$ cat src/itg_pkg.sv
// ----------------------------------------------------------------------------
// itg_pkg: shared types and constants for the grouped integer text formatter
// Character codes, sizing constants and the controller/datapath interface.
// ----------------------------------------------------------------------------
package itg_pkg;

  localparam int VALUE_BITS_DEF = 32;
  localparam int MAX_CHARS      = 33;   // longest text emitted per number
  localparam int ADDR_W         = $clog2(MAX_CHARS + 1);
  localparam int BITS_PER_CYC   = 8;    // long-division bits retired per cycle

  localparam logic [7:0] POINT_CHAR = 8'h2E;
  localparam logic [7:0] MINUS_CHAR = 8'h2D;
  localparam logic [5:0] RADIX_DEF  = 6'd10;
  localparam logic [5:0] RADIX_MIN  = 6'd2;
  localparam logic [5:0] RADIX_MAX  = 6'd36;

  // controller -> datapath
  typedef struct packed {
    logic load;       // capture a new transaction
    logic div_step;   // one chunk of long division
    logic put_digit;  // store current digit, decide on point/separator
    logic put_extra;  // store the pending point/separator
    logic put_sign;   // store minus sign if negative, arm readout
    logic rd;         // read character buffer
    logic rd_next;    // step readout address toward the last character
  } dp_cmd_t;

  // datapath -> controller
  typedef struct packed {
    logic div_last;   // this division chunk is the final one
    logic extra_now;  // digit being stored needs a point or separator after it
    logic q_zero;     // quotient is zero: no more digits
    logic addr_zero;  // readout is at the final character
  } dp_stat_t;

  function automatic logic [7:0] digit_char(input logic [5:0] d, input logic upper);
    logic [7:0] base;
    base = upper ? 8'h41 : 8'h61;
    if (d < 6'd10) begin
      digit_char = 8'h30 + {2'b00, d};
    end else begin
      digit_char = base + {2'b00, d} - 8'd10;
    end
  endfunction

endpackage

$ cat src/itg_in_if.sv
// ----------------------------------------------------------------------------
// itg_in_if: input channel of the grouped integer text formatter
// Valid/ready channel carrying one number and its formatting options.
// ----------------------------------------------------------------------------
interface itg_in_if #(
  parameter int VALUE_BITS = 32
);
  logic                  valid;
  logic                  ready;
  logic [VALUE_BITS-1:0] value;
  logic [5:0]            radix;
  logic                  upper_case;
  logic [3:0]            group_size;
  logic [7:0]            separator;
  logic [4:0]            decimal_places;

  modport source (
    output valid, value, radix, upper_case, group_size, separator, decimal_places,
    input  ready
  );
  modport sink (
    input  valid, value, radix, upper_case, group_size, separator, decimal_places,
    output ready
  );
endinterface

$ cat src/itg_out_if.sv
// ----------------------------------------------------------------------------
// itg_out_if: character channel of the grouped integer text formatter
// Valid/ready channel carrying one text character and its end marker.
// ----------------------------------------------------------------------------
interface itg_out_if;
  logic       valid;
  logic       ready;
  logic [7:0] text_char;
  logic       last_char;

  modport source (
    output valid, text_char, last_char,
    input  ready
  );
  modport sink (
    input  valid, text_char, last_char,
    output ready
  );
endinterface

$ cat src/itg_dp.sv
// ----------------------------------------------------------------------------
// itg_dp: datapath of the grouped integer text formatter
// Chunked long division by the radix, character assembly into a buffer,
// and buffer readout in reverse order.
// ----------------------------------------------------------------------------
module itg_dp #(
  parameter int VALUE_BITS = 32
) (
  input  logic                  clk,
  input  logic                  rst_n,
  input  itg_pkg::dp_cmd_t      cmd,
  output itg_pkg::dp_stat_t     stat,
  input  logic [VALUE_BITS-1:0] value,
  input  logic [5:0]            radix,
  input  logic                  upper_case,
  input  logic [3:0]            group_size,
  input  logic [7:0]            separator,
  input  logic [4:0]            decimal_places,
  output logic [7:0]            text_char,
  output logic                  last_char
);
  import itg_pkg::*;

  localparam int CHUNKS  = (VALUE_BITS + BITS_PER_CYC - 1) / BITS_PER_CYC;
  localparam int CHUNK_W = (CHUNKS > 1) ? $clog2(CHUNKS) : 1;
  localparam int WORK_W  = CHUNKS * BITS_PER_CYC;
  localparam int IDX_W   = $clog2(VALUE_BITS + 1);
  localparam int CMP_W   = ((IDX_W > 5) ? IDX_W : 5) + 1;

  // operand/options captured at load
  logic [WORK_W-1:0]  work_r;      // dividend, then quotient
  logic [5:0]         rem_r;
  logic [5:0]         radix_r;
  logic               upper_r;
  logic [3:0]         group_r;
  logic [7:0]         sep_r;
  logic [4:0]         places_r;
  logic               neg_r;
  // per-digit bookkeeping
  logic [CHUNK_W-1:0] chunk_r;
  logic [IDX_W-1:0]   idx_r;
  logic               point_done_r;
  logic [3:0]         gcount_r;
  logic [7:0]         extra_char_r;
  logic [ADDR_W-1:0]  len_r;
  logic [ADDR_W-1:0]  rd_addr_r;
  logic [7:0]         rd_data_r;

  logic [7:0]         char_mem [MAX_CHARS];

  logic [VALUE_BITS-1:0] mag;
  logic [WORK_W-1:0]     work_nxt;
  logic [5:0]            rem_nxt;
  logic                  pt_now;
  logic                  sep_now;
  logic [3:0]            gc_inc;
  logic                  wr_en;
  logic [7:0]            wr_data;
  logic                  sign_wr;
  logic [ADDR_W-1:0]     len_fin;

  assign mag = value[VALUE_BITS-1] ? (~value + 1'b1) : value;

  // restoring long division, BITS_PER_CYC quotient bits per cycle
  always_comb begin
    logic [6:0]        t;
    logic [5:0]        r;
    logic [WORK_W-1:0] w;
    r = rem_r;
    w = work_r;
    for (int i = 0; i < BITS_PER_CYC; i++) begin
      t = {r, w[WORK_W-1]};
      w = w << 1;
      if (t >= {1'b0, radix_r}) begin
        t    = t - {1'b0, radix_r};
        w[0] = 1'b1;
      end
      r = t[5:0];
    end
    work_nxt = w;
    rem_nxt  = r;
  end

  assign gc_inc  = gcount_r + 4'd1;
  assign pt_now  = !point_done_r &&
                   ((CMP_W'(idx_r) + CMP_W'(1)) == CMP_W'(places_r));
  assign sep_now = point_done_r && (group_r != 4'd0) && (gc_inc == group_r) &&
                   (work_r != '0);

  assign stat.div_last  = (chunk_r == CHUNK_W'(CHUNKS - 1));
  assign stat.extra_now = pt_now || sep_now;
  assign stat.q_zero    = (work_r == '0);
  assign stat.addr_zero = (rd_addr_r == '0);

  assign sign_wr = cmd.put_sign && neg_r;
  assign wr_en   = (cmd.put_digit || cmd.put_extra || sign_wr) &&
                   (len_r < ADDR_W'(MAX_CHARS));
  always_comb begin
    if (cmd.put_digit) begin
      wr_data = digit_char(rem_r, upper_r);
    end else if (cmd.put_extra) begin
      wr_data = extra_char_r;
    end else begin
      wr_data = MINUS_CHAR;
    end
  end
  assign len_fin = (sign_wr && (len_r < ADDR_W'(MAX_CHARS))) ? len_r + 1'b1 : len_r;

  always_ff @(posedge clk) begin
    if (wr_en) begin
      char_mem[len_r] <= wr_data;
    end
    if (cmd.rd) begin
      rd_data_r <= char_mem[rd_addr_r];
    end
  end

  // payload registers
  always_ff @(posedge clk) begin
    if (cmd.load) begin
      work_r   <= WORK_W'(mag);
      rem_r    <= '0;
      radix_r  <= (radix inside {[RADIX_MIN:RADIX_MAX]}) ? radix : RADIX_DEF;
      upper_r  <= upper_case;
      group_r  <= group_size;
      sep_r    <= separator;
      places_r <= decimal_places;
      neg_r    <= value[VALUE_BITS-1];
    end else if (cmd.div_step) begin
      work_r <= work_nxt;
      rem_r  <= rem_nxt;
    end else if (cmd.put_digit) begin
      rem_r        <= '0;
      extra_char_r <= pt_now ? POINT_CHAR : sep_r;
    end
    if (cmd.put_sign) begin
      rd_addr_r <= len_fin - 1'b1;
    end else if (cmd.rd_next) begin
      rd_addr_r <= rd_addr_r - 1'b1;
    end
  end

  // digit bookkeeping
  always_ff @(posedge clk) begin
    if (!rst_n) begin
      chunk_r      <= '0;
      idx_r        <= '0;
      point_done_r <= 1'b0;
      gcount_r     <= '0;
      len_r        <= '0;
    end else begin
      if (cmd.load) begin
        chunk_r      <= '0;
        idx_r        <= '0;
        point_done_r <= (decimal_places == 5'd0);
        gcount_r     <= '0;
        len_r        <= '0;
      end else begin
        if (cmd.div_step) begin
          chunk_r <= stat.div_last ? '0 : chunk_r + 1'b1;
        end
        if (cmd.put_digit) begin
          idx_r <= idx_r + 1'b1;
          if (!point_done_r) begin
            if (pt_now) begin
              point_done_r <= 1'b1;
              gcount_r     <= '0;
            end
          end else if (group_r != 4'd0) begin
            gcount_r <= sep_now ? 4'd0 : gc_inc;
          end
        end
        if (cmd.put_sign) begin
          len_r <= len_fin;
        end else if (wr_en) begin
          len_r <= len_r + 1'b1;
        end
      end
    end
  end

  assign text_char = rd_data_r;
  assign last_char = stat.addr_zero;

endmodule

$ cat src/itg_ctrl.sv
// ----------------------------------------------------------------------------
// itg_ctrl: sequencer of the grouped integer text formatter
// Steps division, character assembly and readout; owns both handshakes.
// ----------------------------------------------------------------------------
module itg_ctrl (
  input  logic              clk,
  input  logic              rst_n,
  input  logic              in_valid,
  output logic              in_ready,
  output logic              out_valid,
  input  logic              out_ready,
  input  itg_pkg::dp_stat_t stat,
  output itg_pkg::dp_cmd_t  cmd
);
  import itg_pkg::*;

  localparam logic [2:0] S_IDLE  = 3'd0;
  localparam logic [2:0] S_DIV   = 3'd1;
  localparam logic [2:0] S_DIGIT = 3'd2;
  localparam logic [2:0] S_EXTRA = 3'd3;
  localparam logic [2:0] S_SIGN  = 3'd4;
  localparam logic [2:0] S_RD    = 3'd5;
  localparam logic [2:0] S_OUT   = 3'd6;

  logic [2:0] state_r;
  logic [2:0] state_nxt;

  always_comb begin
    state_nxt = state_r;
    cmd       = '0;
    in_ready  = 1'b0;
    out_valid = 1'b0;
    case (state_r)
      S_IDLE: begin
        in_ready = 1'b1;
        if (in_valid) begin
          cmd.load  = 1'b1;
          state_nxt = S_DIV;
        end
      end
      S_DIV: begin
        cmd.div_step = 1'b1;
        if (stat.div_last) begin
          state_nxt = S_DIGIT;
        end
      end
      S_DIGIT: begin
        cmd.put_digit = 1'b1;
        if (stat.extra_now) begin
          state_nxt = S_EXTRA;
        end else if (stat.q_zero) begin
          state_nxt = S_SIGN;
        end else begin
          state_nxt = S_DIV;
        end
      end
      S_EXTRA: begin
        cmd.put_extra = 1'b1;
        state_nxt     = stat.q_zero ? S_SIGN : S_DIV;
      end
      S_SIGN: begin
        cmd.put_sign = 1'b1;
        state_nxt    = S_RD;
      end
      S_RD: begin
        cmd.rd    = 1'b1;
        state_nxt = S_OUT;
      end
      S_OUT: begin
        out_valid = 1'b1;
        if (out_ready) begin
          if (stat.addr_zero) begin
            state_nxt = S_IDLE;
          end else begin
            cmd.rd_next = 1'b1;
            state_nxt   = S_RD;
          end
        end
      end
      default: begin
        state_nxt = S_IDLE;
      end
    endcase
  end

  always_ff @(posedge clk) begin
    if (!rst_n) begin
      state_r <= S_IDLE;
    end else begin
      state_r <= state_nxt;
    end
  end

endmodule

$ cat src/integer_to_grouped_text_core.sv
// ----------------------------------------------------------------------------
// integer_to_grouped_text_core: signed integer to radix text with grouping
// Formats a number in radix 2..36 with optional digit groups, an implied
// decimal point and a leading minus sign; one character per transaction.
// ----------------------------------------------------------------------------
//
//  channel  | dir | handshake   | payload
//  ---------+-----+-------------+---------------------------------------------
//  in_if    | in  | valid/ready | value, radix, upper_case, group_size,
//           |     |             | separator, decimal_places
//  out_if   | out | valid/ready | text_char, last_char (set on final char)
//
//  Sequence: each digit comes from chunked long division (8 quotient bits
//  a cycle) and is stored; points and separators are stored after their
//  digits and the sign after the last digit. At most 33 characters are
//  emitted per number, each as one buffer read followed by an output state.
//  Reset: synchronous active-low rst_n returns the sequencer to idle.
//  Stalls: in_ready is high only while idle; out_if holds a character steady
//  until the sink takes it.
//
module integer_to_grouped_text_core #(
  parameter int VALUE_BITS = itg_pkg::VALUE_BITS_DEF
) (
  input  logic clk,
  input  logic rst_n,
  itg_in_if.sink    in_if,
  itg_out_if.source out_if
);
  import itg_pkg::*;

  dp_cmd_t  cmd;
  dp_stat_t stat;

  // Sequencer: walks through division chunks per digit, inserts point or
  // separator characters when the datapath flags them, appends the sign,
  // then reads the buffer back from the most significant end.
  itg_ctrl u_ctrl (
    .clk       (clk),
    .rst_n     (rst_n),
    .in_valid  (in_if.valid),
    .in_ready  (in_if.ready),
    .out_valid (out_if.valid),
    .out_ready (out_if.ready),
    .stat      (stat),
    .cmd       (cmd)
  );

  // Datapath: digits are produced least significant first and written into
  // the character buffer in that order; only the first 33 characters are
  // kept, which are the rightmost of the text. Readout runs backwards.
  itg_dp #(
    .VALUE_BITS (VALUE_BITS)
  ) u_dp (
    .clk            (clk),
    .rst_n          (rst_n),
    .cmd            (cmd),
    .stat           (stat),
    .value          (in_if.value),
    .radix          (in_if.radix),
    .upper_case     (in_if.upper_case),
    .group_size     (in_if.group_size),
    .separator      (in_if.separator),
    .decimal_places (in_if.decimal_places),
    .text_char      (out_if.text_char),
    .last_char      (out_if.last_char)
  );

endmodule

$ cat src/flat_wrapper.sv
// flat-port wrapper written by rule: the top's interface ports become plain ports
module integer_to_grouped_text_core_flat import itg_pkg::*;
#(
  parameter int VALUE_BITS = itg_pkg::VALUE_BITS_DEF
)
  (clk, rst_n, in_if_valid, in_if_value, in_if_radix, in_if_upper_case, in_if_group_size, in_if_separator, in_if_decimal_places, in_if_ready, out_if_valid, out_if_text_char, out_if_last_char, out_if_ready);
  itg_in_if #(.VALUE_BITS(VALUE_BITS)) in_if_i ();
  itg_out_if out_if_i ();
  input  logic clk;
  input  logic rst_n;
  input wire logic [$bits(in_if_i.valid)-1:0] in_if_valid;
  input wire logic [$bits(in_if_i.value)-1:0] in_if_value;
  input wire logic [$bits(in_if_i.radix)-1:0] in_if_radix;
  input wire logic [$bits(in_if_i.upper_case)-1:0] in_if_upper_case;
  input wire logic [$bits(in_if_i.group_size)-1:0] in_if_group_size;
  input wire logic [$bits(in_if_i.separator)-1:0] in_if_separator;
  input wire logic [$bits(in_if_i.decimal_places)-1:0] in_if_decimal_places;
  output wire logic [$bits(in_if_i.ready)-1:0] in_if_ready;
  output wire logic [$bits(out_if_i.valid)-1:0] out_if_valid;
  output wire logic [$bits(out_if_i.text_char)-1:0] out_if_text_char;
  output wire logic [$bits(out_if_i.last_char)-1:0] out_if_last_char;
  input wire logic [$bits(out_if_i.ready)-1:0] out_if_ready;
  assign in_if_i.valid = in_if_valid;
  assign in_if_i.value = in_if_value;
  assign in_if_i.radix = in_if_radix;
  assign in_if_i.upper_case = in_if_upper_case;
  assign in_if_i.group_size = in_if_group_size;
  assign in_if_i.separator = in_if_separator;
  assign in_if_i.decimal_places = in_if_decimal_places;
  assign in_if_ready = in_if_i.ready;
  assign out_if_valid = out_if_i.valid;
  assign out_if_text_char = out_if_i.text_char;
  assign out_if_last_char = out_if_i.last_char;
  assign out_if_i.ready = out_if_ready;
  integer_to_grouped_text_core #(.VALUE_BITS(VALUE_BITS)) u_core (.clk(clk), .rst_n(rst_n), .in_if(in_if_i), .out_if(out_if_i));
endmodule
$ cat config.mk
export PLATFORM = sky130hd
export DESIGN_NAME = integer_to_grouped_text_core_flat
export DESIGN_NICKNAME = d
export VERILOG_FILES = /design/src/itg_pkg.sv /design/src/itg_in_if.sv /design/src/itg_out_if.sv /design/src/itg_dp.sv /design/src/itg_ctrl.sv /design/src/integer_to_grouped_text_core.sv /design/src/flat_wrapper.sv
export SDC_FILE = /design/constraint.sdc
export NUM_CORES = 1
export LEC_CHECK = 0
export ABC_AREA = 1
export BUFFER_PORTS_ARGS = -buffer_cell sky130_fd_sc_hd__buf_2
export CORE_ASPECT_RATIO = 1.4
export CORE_MARGIN = 2
export CORE_UTILIZATION = 67
export CTS_BUF_LIST = sky130_fd_sc_hd__clkbuf_16
export CTS_CLUSTER_DIAMETER = 200
export DETAILED_ROUTE_END_ITERATION = 8
export PLACE_DENSITY = 0.88
export SKIP_CTS_REPAIR_TIMING = 1
export SYNTH_ARGS = -nofsm -noshare
export SYNTH_HDL_FRONTEND = slang
export SYNTH_SLANG_ARGS = --single-unit
$ cat constraint.sdc
create_clock -name clk -period 28.3 [get_ports clk]
set_clock_uncertainty 0.05 [all_clocks]
set_input_delay 0 -clock clk [delete_from_list [all_inputs] [get_ports clk]]
set_output_delay 0 -clock clk [all_outputs]
set_load 0.05 [all_outputs]
==> results by group, run 1 <==
Status
  • Status: completed

Floorplanning
  • Starting Density: 68.2%
  • Die Width: 146 um
  • Core area: 27700 um2
  • FP Rows: 72
  • Chip height: 203 um
  • Die area: 29600 um2
  • I/O pin count: 71

Clock network
  • Max Buffers Root-to-Sink: 3
  • Clk slew on worst S/H paths: 0.07 ns
  • TritonCTS clock tree: done
  • Worst-Skew Late Latency: 0.53 ns
  • H-tree levels: 2
  • Clock Tree Root: clkbuf_16
  • Num Clock Sinks: 371
  • Total CTS buffers: 35

Synth
  • Synth async-reset ratio: 0%
  • Adder-cell area share of the yosys netlist: 5.11%
  • Fraction of the mapped netlist area in simple logic gates: 16.6%
  • Xor-xnor portion of the synthesized cell area: 3.61%
  • Post-synthesis cell type count: 54
  • Syn Area/Cell: 10.1 um2
  • Post-synth EDFFs: 343
  • #FFs+latches synth: 371
  • Synth Net Count: 2004
  • Mux share of post-synthesis cell area: 0%
  • Synth Area in Compound Gates: 12.4%
  • Synth warn: 0
  • Post-Synthesis Cells: 1872
  • Register area share after synthesis: 57.4%
  • Mapped cell area: 18900 um2
  • Largest family of logic cells by synthesized area: simple AND/OR/NAND/NOR gates
  • Synth Flop Type: edfxtp_1

Finish
  • Layout cell share with drive strength beyond 1: 9.31%
  • Diodes inserted: 0
  • Fillers: 1699
  • Commonest cells after routing, fill and taps aside: edfxtp_1, nand2_1, nor2_1
  • Commonest non-fill, non-tap cell in the layout: edfxtp_1
  • P&R area growth vs syn: 12.4%
  • Final #Nets: 2117

STA
  • Unrepaired setup endpoints after global routing: no
  • Crit share post-route: 50.1%
  • Final max-slew violation count: 0
  • Endpoints failing setup: 0
  • Worst slew pin tran: 1.18 ns
  • Relative slew margins: 20.7%
  • Final min period: 14.17 ns
  • Peak Freq: 70.6 MHz
  • Hold Vio Cnt, Final: 0
  • Setup TNS: 0 ns

Placement
  • DP Wirelength: 31700 um
  • IO Port Bufs: 70
  • GP Congestion: 0.960

Hold path
  • HP Start: in_if_value[25]
  • Hold endpoint: u_core.u_dp.work_r[25]$_DFFE_PP_
  • Worst Hold Class: input port to flop
  • Hold depth: 3

Route
  • Drt wl/cell: 21.6 um
  • DRT antenna net count: 0
  • Routed WL: 51500 um
  • Pre-Repair DR Iteration Count: 6
  • Via/cell ratio: 6.40
  • Vias: 15.2k
  • # DRC: 0
  • Iteration-0 DRC count of the detailed router: 1676

Setup path
  • Crit path DAT: 14.38 ns
  • Depth of the most critical reg-to-reg path: 85
  • CP max stage cell: edfxtp_1
  • WS Path Type: flop to flop
  • Max FO, Critical Path: 11
  • Worst Setup End Kind: flop
  • Startpoint Class: flop
  • Top cell by count, worst path: nand2_1
  • Reg2Reg Launch Point: u_core.u_dp.radix_r[1]$_SDFFCE_PN1P_
  • Flop-to-flop setup slack: 14.13 ns
  • R2r endpoint: u_core.u_dp.work_r[0]$_DFFE_PP_
  • Data required, critical path: 28.52 ns
  • Slowest stage delay, CP: 0.68 ns

Global route
  • GRT Util Overall: 32.2%
  • Initial antenna violation count: 0
  • Number of global-route vias before repair: 14.5k
  • Pin count of the biggest net entering global routing: 82
  • First-pass GRT wire length: 75100 um
  • Global route total overflow: 0

Job
  • Max Cap Viol: 0
-- final cells by class --
type | instances | area (um2) | area share (%)
Multi-Input combinational cell | 1259 | 7170 | 33.7
Clock inverter | 26 | 205 | 0.964
Timing Repair Buffer | 148 | 1080 | 5.07
Inverter | 170 | 639 | 3.00
Sequential cell | 371 | 10900 | 51.0
Clock buffer | 35 | 876 | 4.11
Tap cell | 370 | 463 | 2.17
-- logic make-up after synthesis --
logic type      after synthesis
xor+xnor                     78
compound gates              397
fa+ha+maj                    72
flops                       371
buf+inv                     242
simple gates                712
-- worst max path at each step --
stage	slack, ns	endpoint	cells past startpoint	startpoint
global route	12.79	u_core.u_dp.work_r[0]$_DFFE_PP_	84	u_core.u_dp.radix_r[1]$_SDFFCE_PN1P_
global placement	15.05	u_core.u_dp.work_r[0]$_DFFE_PP_	85	u_core.u_dp.radix_r[1]$_SDFFCE_PN1P_
detailed placement	14.31	u_core.u_dp.work_r[0]$_DFFE_PP_	85	u_core.u_dp.radix_r[1]$_SDFFCE_PN1P_
CTS	14.30	u_core.u_dp.work_r[0]$_DFFE_PP_	85	u_core.u_dp.radix_r[1]$_SDFFCE_PN1P_
floorplan	16.21	u_core.u_dp.work_r[0]$_DFFE_PP_	88	u_core.u_dp.radix_r[1]$_SDFFCE_PN1P_
finish	14.13	u_core.u_dp.work_r[0]$_DFFE_PP_	85	u_core.u_dp.radix_r[1]$_SDFFCE_PN1P_
-- layer usage --
metal / up-vias / GRT usage, % / part of all wire (%)
met5: - / 0 / 0
met4: 0 / 18.0 / 6.6
met3: 251 / 3.87 / 8.3
met2: 1012 / 58.4 / 52
met1: 7119 / 36.9 / 33
li1: 6838 / - / -
-- cell usage after synthesis, types with 6 or more instances --
library cell	instances	area [um2]
a21oi_1	68	340
a31oi_1	10	62.6
clkbuf_1	66	248
dfxtp_1	28	561
edfxtp_1	343	10300
fa_1	9	180
ha_1	63	788
inv_1	163	612
nand2_1	279	1050
nand2_2	8	50.1
nand3_1	84	420
nand3_2	10	100
nand4_1	24	150
nor2_1	244	916
nor2_4	6	67.6
nor3_1	20	100
nor4_1	15	93.8
o21ai_0	211	1060
o21ai_1	9	45.0
o221ai_1	59	517
o22ai_1	6	37.5
xnor2_1	29	254
xor2_1	49	429
-- state kept, by name, summed over array words and instances (netlist names) --
signal / cells
u_core.u_dp.char_mem: 264
u_core.u_dp.work_r: 32
u_core.u_dp.extra_char_r: 8
u_core.u_dp.sep_r: 8
u_core.u_dp.text_char: 8
u_core.u_dp.idx_r: 6
u_core.u_dp.len_r: 6
u_core.u_dp.radix_r: 6
u_core.u_dp.rd_addr_r: 6
u_core.u_dp.rem_r: 6
u_core.u_dp.places_r: 5
u_core.u_dp.gcount_r: 4
u_core.u_dp.group_r: 4
u_core.u_ctrl.state_r: 3
u_core.u_dp.chunk_r: 2
u_core.u_dp.neg_r: 1
u_core.u_dp.point_done_r: 1
u_core.u_dp.upper_r: 1
-- worst max-delay path: cells and delay by family (launching register included) --
kind,cells,cell delay [ns]
compound gates,28,5.13
fa+ha+maj,8,2.66
buf+inv,15,1.51
flops,1,0.68
simple gates,34,3.83
-- per-stage QoR --
step | instances | setup WS (ns) | util, % | cell area [um2] | hold WS (ns)
after global routing | 2379 | 12.79 | 76.7 | 21300 | 0.0261
after detailed placement | 2261 | 14.31 | 70.8 | 19600 | 0.129
after global placement | 2261 | 15.05 | 70.8 | 19600 | 0.128
final | 2379 | 14.13 | 76.7 | 21300 | 0.00781
after floorplan | 1872 | 16.21 | - | 18900 | 0.0489
after CTS | 2322 | 14.30 | 74.7 | 20700 | -0.401
Power of run 1 is left out: the tool's default activity adds up to more than one toggle a clock period on the data nets, which glitch-free logic cannot reach.
==> inputs of run 2 (changes only) <==
Settings changed: ABC_AREA 1 to 0, CORE_UTILIZATION 67 to 56, PLACE_DENSITY 0.88 to 0.79.
Clock period 28.3 ns to 11.9 ns, I/O delays scaled along.
==> run 2 against run 1 <==
Net effect:
- global-route usage is 6.0 points lower
- worst hold slack better by 0.0020 ns
- sequential share of layout area is 4.5 points lower
- sequential cell count unchanged
- register-to-register slack got worse by 16 ns
- synthesized cell count shrank 27%
- final cell count fell by 8.8%
- the run now ends with setup timing left
- setup slack got worse by 16 ns
- first-iteration DRC count decreased by 45%
- highest routed layer unchanged
==> results by group, run 2 <==
Status
  • Status: finished, violations left
  • Failing checks: setup timing

Placement
  • Post-DP Area: 21000 um2 (+6.8%)
  • IO Port Bufs: 70 (unchanged)
  • DP Wirelength: 31600 um (-0.36%)
  • GP Congestion: 0.935 (-2.6%)

Synth
  • Synth Flop Type: edfxtp_1
  • Post-synth top area share: 55.2% (+0.81 points)
  • Yosys top cell by area: edfxtp_1
  • Post-synthesis cell type count: 86 (+59%)
  • Most frequent cell after synthesis: edfxtp_1
  • Synth async-reset ratio: 0% (unchanged)
  • Synth Net Count: 1504 (-25%)
  • #FFs+latches synth: 371 (unchanged)
  • Post-synth EDFFs: 343 (unchanged)
  • Mapped cell area: 18700 um2 (-1.5%)
  • Synth top area cells: edfxtp_1, mux4_2, ha_1, dfxtp_1, xor2_1
  • Syn Area/Cell: 13.6 um2 (+34%)
  • Post-Synthesis Cells: 1372 (-27%)
  • Top cells by count, synth: edfxtp_1, nand2_1, nor2_1, o21ai_0, mux4_2
  • Register area share after synthesis: 58.2% (+0.85 points)
  • Synth warn: 0 (unchanged)

Setup path
  • Flop-to-flop setup slack: -1.84 ns (-15.98 ns)
  • CP max stage cell: edfxtp_1
  • Slowest stage delay, CP: 0.47 ns (-0.21 ns)
  • R2r endpoint: u_core.u_dp.rem_r[3]$_SDFFE_PP0P_
  • Max FO, Critical Path: 6 (-5)
  • WS Path Type: flop to flop
  • Crit path DAT: 14.14 ns (-0.24 ns)
  • Startpoint Class: flop
  • Top cell by count, worst path: ha_4
  • Reg2Reg Launch Point: u_core.u_dp.radix_r[0]$_SDFFCE_PN0P_
  • Depth of the most critical reg-to-reg path: 72 (-15%)
  • Worst Setup End Kind: flop
  • Data required, critical path: 12.29 ns (-16.23 ns)

Floorplanning
  • Chip height: 220 um (+8.4%)
  • I/O pin count: 71 (unchanged)
  • FP Rows: 79 (+9.7%)
  • Starting Density: 56.5% (-12 points)
  • Die Width: 158 um (+8.3%)
  • Die area: 34800 um2 (+17%)
  • Core area: 33000 um2 (+19%)

Finish
  • Commonest non-fill, non-tap cell in the layout: edfxtp_1
  • Max reg flops: 264 (unchanged)
  • Top reg by flops: u_core.u_dp.char_mem
  • Layout cell share with drive strength beyond 1: 30.2% (+21 points)
  • Largest registers: u_core.u_dp.char_mem x264, u_core.u_dp.work_r x32
  • Final #Nets: 1830 (-14%)
  • Final Cell Area: 23300 um2 (+9.7%)
  • Commonest cells after routing, fill and taps aside: edfxtp_1, buf_4, nand2_1
  • P&R area growth vs syn: 25.1%

Hold path
  • Hold depth: 5 (+2)
  • Hold endpoint: u_core.u_ctrl.state_r[0]$_SDFFE_PN0P_
  • Worst Hold Class: input port to flop
  • HP Start: in_if_valid

Route
  • Iteration-0 DRC count of the detailed router: 924 (-45%)
  • Routed WL: 47700 um (-7.2%)
  • Vias: 13.1k (-14%)
  • Via/cell ratio: 6.03 (-5.7%)
  • DRT antenna net count: 0 (unchanged)
  • # DRC: 0 (unchanged)
  • Pre-Repair DR Iteration Count: 5 (-1)
  • Drt wl/cell: 22.0 um (+1.7%)

Global route
  • Initial antenna violation count: 2 (+2)
  • GRT Util Overall: 26.2% (-6.0 points)
  • First-pass GRT wire length: 69700 um (-7.2%)
  • Number of global-route vias before repair: 12.9k (-11%)
  • Pin count of the biggest net entering global routing: 67 (-18%)
  • Global route total overflow: 0 (unchanged)

STA
  • Worst slew pin tran: 1.30 ns (+0.114 ns)
  • Final max-slew violation count: 0 (unchanged)
  • Unrepaired setup endpoints after global routing: yes
  • Final min period: 13.74 ns (-0.420 ns)
  • Crit share post-route: 116% (+65 points)
  • Final worst slack: -1.84 ns (-15.98 ns)
  • Relative slew margins: 13.4% (-7.2 points)
  • Peak Freq: 72.8 MHz (+3.1%)
  • Endpoints failing setup: 8 (+8)
  • Hold Vio Cnt, Final: 0 (unchanged)

Job
  • Max Cap Viol: 0 (unchanged)

Clock network
  • H-tree levels: 1 (-1)
  • Clk slew on worst S/H paths: 0.07 ns (about the same)
  • Total CTS buffers: 31 (-11%)
  • Worst-Skew Late Latency: 0.59 ns (+0.06 ns)
  • TritonCTS clock tree: done
  • Clock Tree Root: clkbuf_16
  • Max Buffers Root-to-Sink: 3 (unchanged)
  • Num Clock Sinks: 371 (unchanged)
## run 2: critical path: cells and delay by family, from the launching register on
family,cells,cell delay (ns)
AOI/OAI and AO/OA,38,7.10
adders and majority gates,8,2.23
and+or+nand+nor,17,2.07
muxes,4,1.12
buffers and inverters,5,0.59
DFF,1,0.47
## run 2: through the flow
step	setup WS, ns	instances	hold WS [ns]	util (%)	setup TNS, ns
2_1_floorplan	-2.04	1372	0.0489	-	-13.25
3_3_place_gp	-1.48	2022	0.134	63.5	-10.12
3_5_place_dp	-1.94	2022	0.133	63.5	-13.63
4_1_cts	-1.96	2080	-0.475	67.0	-13.81
5_1_grt	-2.48	2170	0.0185	70.7	-17.86
6_report	-1.84	2170	0.00979	70.7	-12.91
## run 2: how the worst max path moves through the flow
stage                                               startpoint                           endpoint  slack, ns  depth (start not counted)
after floorplan           u_core.u_dp.radix_r[1]$_SDFFCE_PN1P_  u_core.u_dp.rem_r[2]$_SDFFE_PP0P_      -2.04                         76
after global placement        u_core.u_dp.work_r[31]$_DFFE_PP_  u_core.u_dp.rem_r[3]$_SDFFE_PP0P_      -1.48                         74
after detailed placement      u_core.u_dp.work_r[31]$_DFFE_PP_  u_core.u_dp.rem_r[3]$_SDFFE_PP0P_      -1.94                         74
after CTS                 u_core.u_dp.radix_r[1]$_SDFFCE_PN1P_  u_core.u_dp.rem_r[3]$_SDFFE_PP0P_      -1.96                         71
after global routing      u_core.u_dp.radix_r[1]$_SDFFCE_PN1P_  u_core.u_dp.rem_r[2]$_SDFFE_PP0P_      -2.48                         74
final                     u_core.u_dp.radix_r[0]$_SDFFCE_PN0P_  u_core.u_dp.rem_r[3]$_SDFFE_PP0P_      -1.84                         72
## run 2: metal layers
| layer | vias up | track usage (%) | part of all wire [%] |
|---|---|---|---|
| met5 | - | 0 | 0 |
| met4 | 0 | 10.0 | 5.1 |
| met3 | 155 | 3.07 | 5.8 |
| met2 | 573 | 47.8 | 53 |
| met1 | 6443 | 31.7 | 36 |
| li1 | 5915 | - | - |
## run 2: cell type report
| type | count | area [um2] |
|---|---|---|
| Sequential cell | 371 | 10900 |
| Fill cell | 2139 | 9670 |
| Multi-Input combinational cell | 898 | 7990 |
| Timing Repair Buffer | 338 | 2570 |
| Clock buffer | 31 | 776 |
| Tap cell | 445 | 557 |
| Clock inverter | 27 | 373 |
| Inverter | 58 | 220 |
| Antenna cell | 2 | 5.00 |
## run 2: logic make-up after synthesis
kind of cell	Yosys count	share of synthesized area [%]
and+or+nand+nor	394	10.4
DFF	371	58.2
AOI/OAI and AO/OA	241	8.96
muxes	108	11.2
buffers and inverters	103	2.13
xor gates and xnor gates	83	3.90
adders and majority gates	72	5.19
Power of run 2 is left out for the same reason.
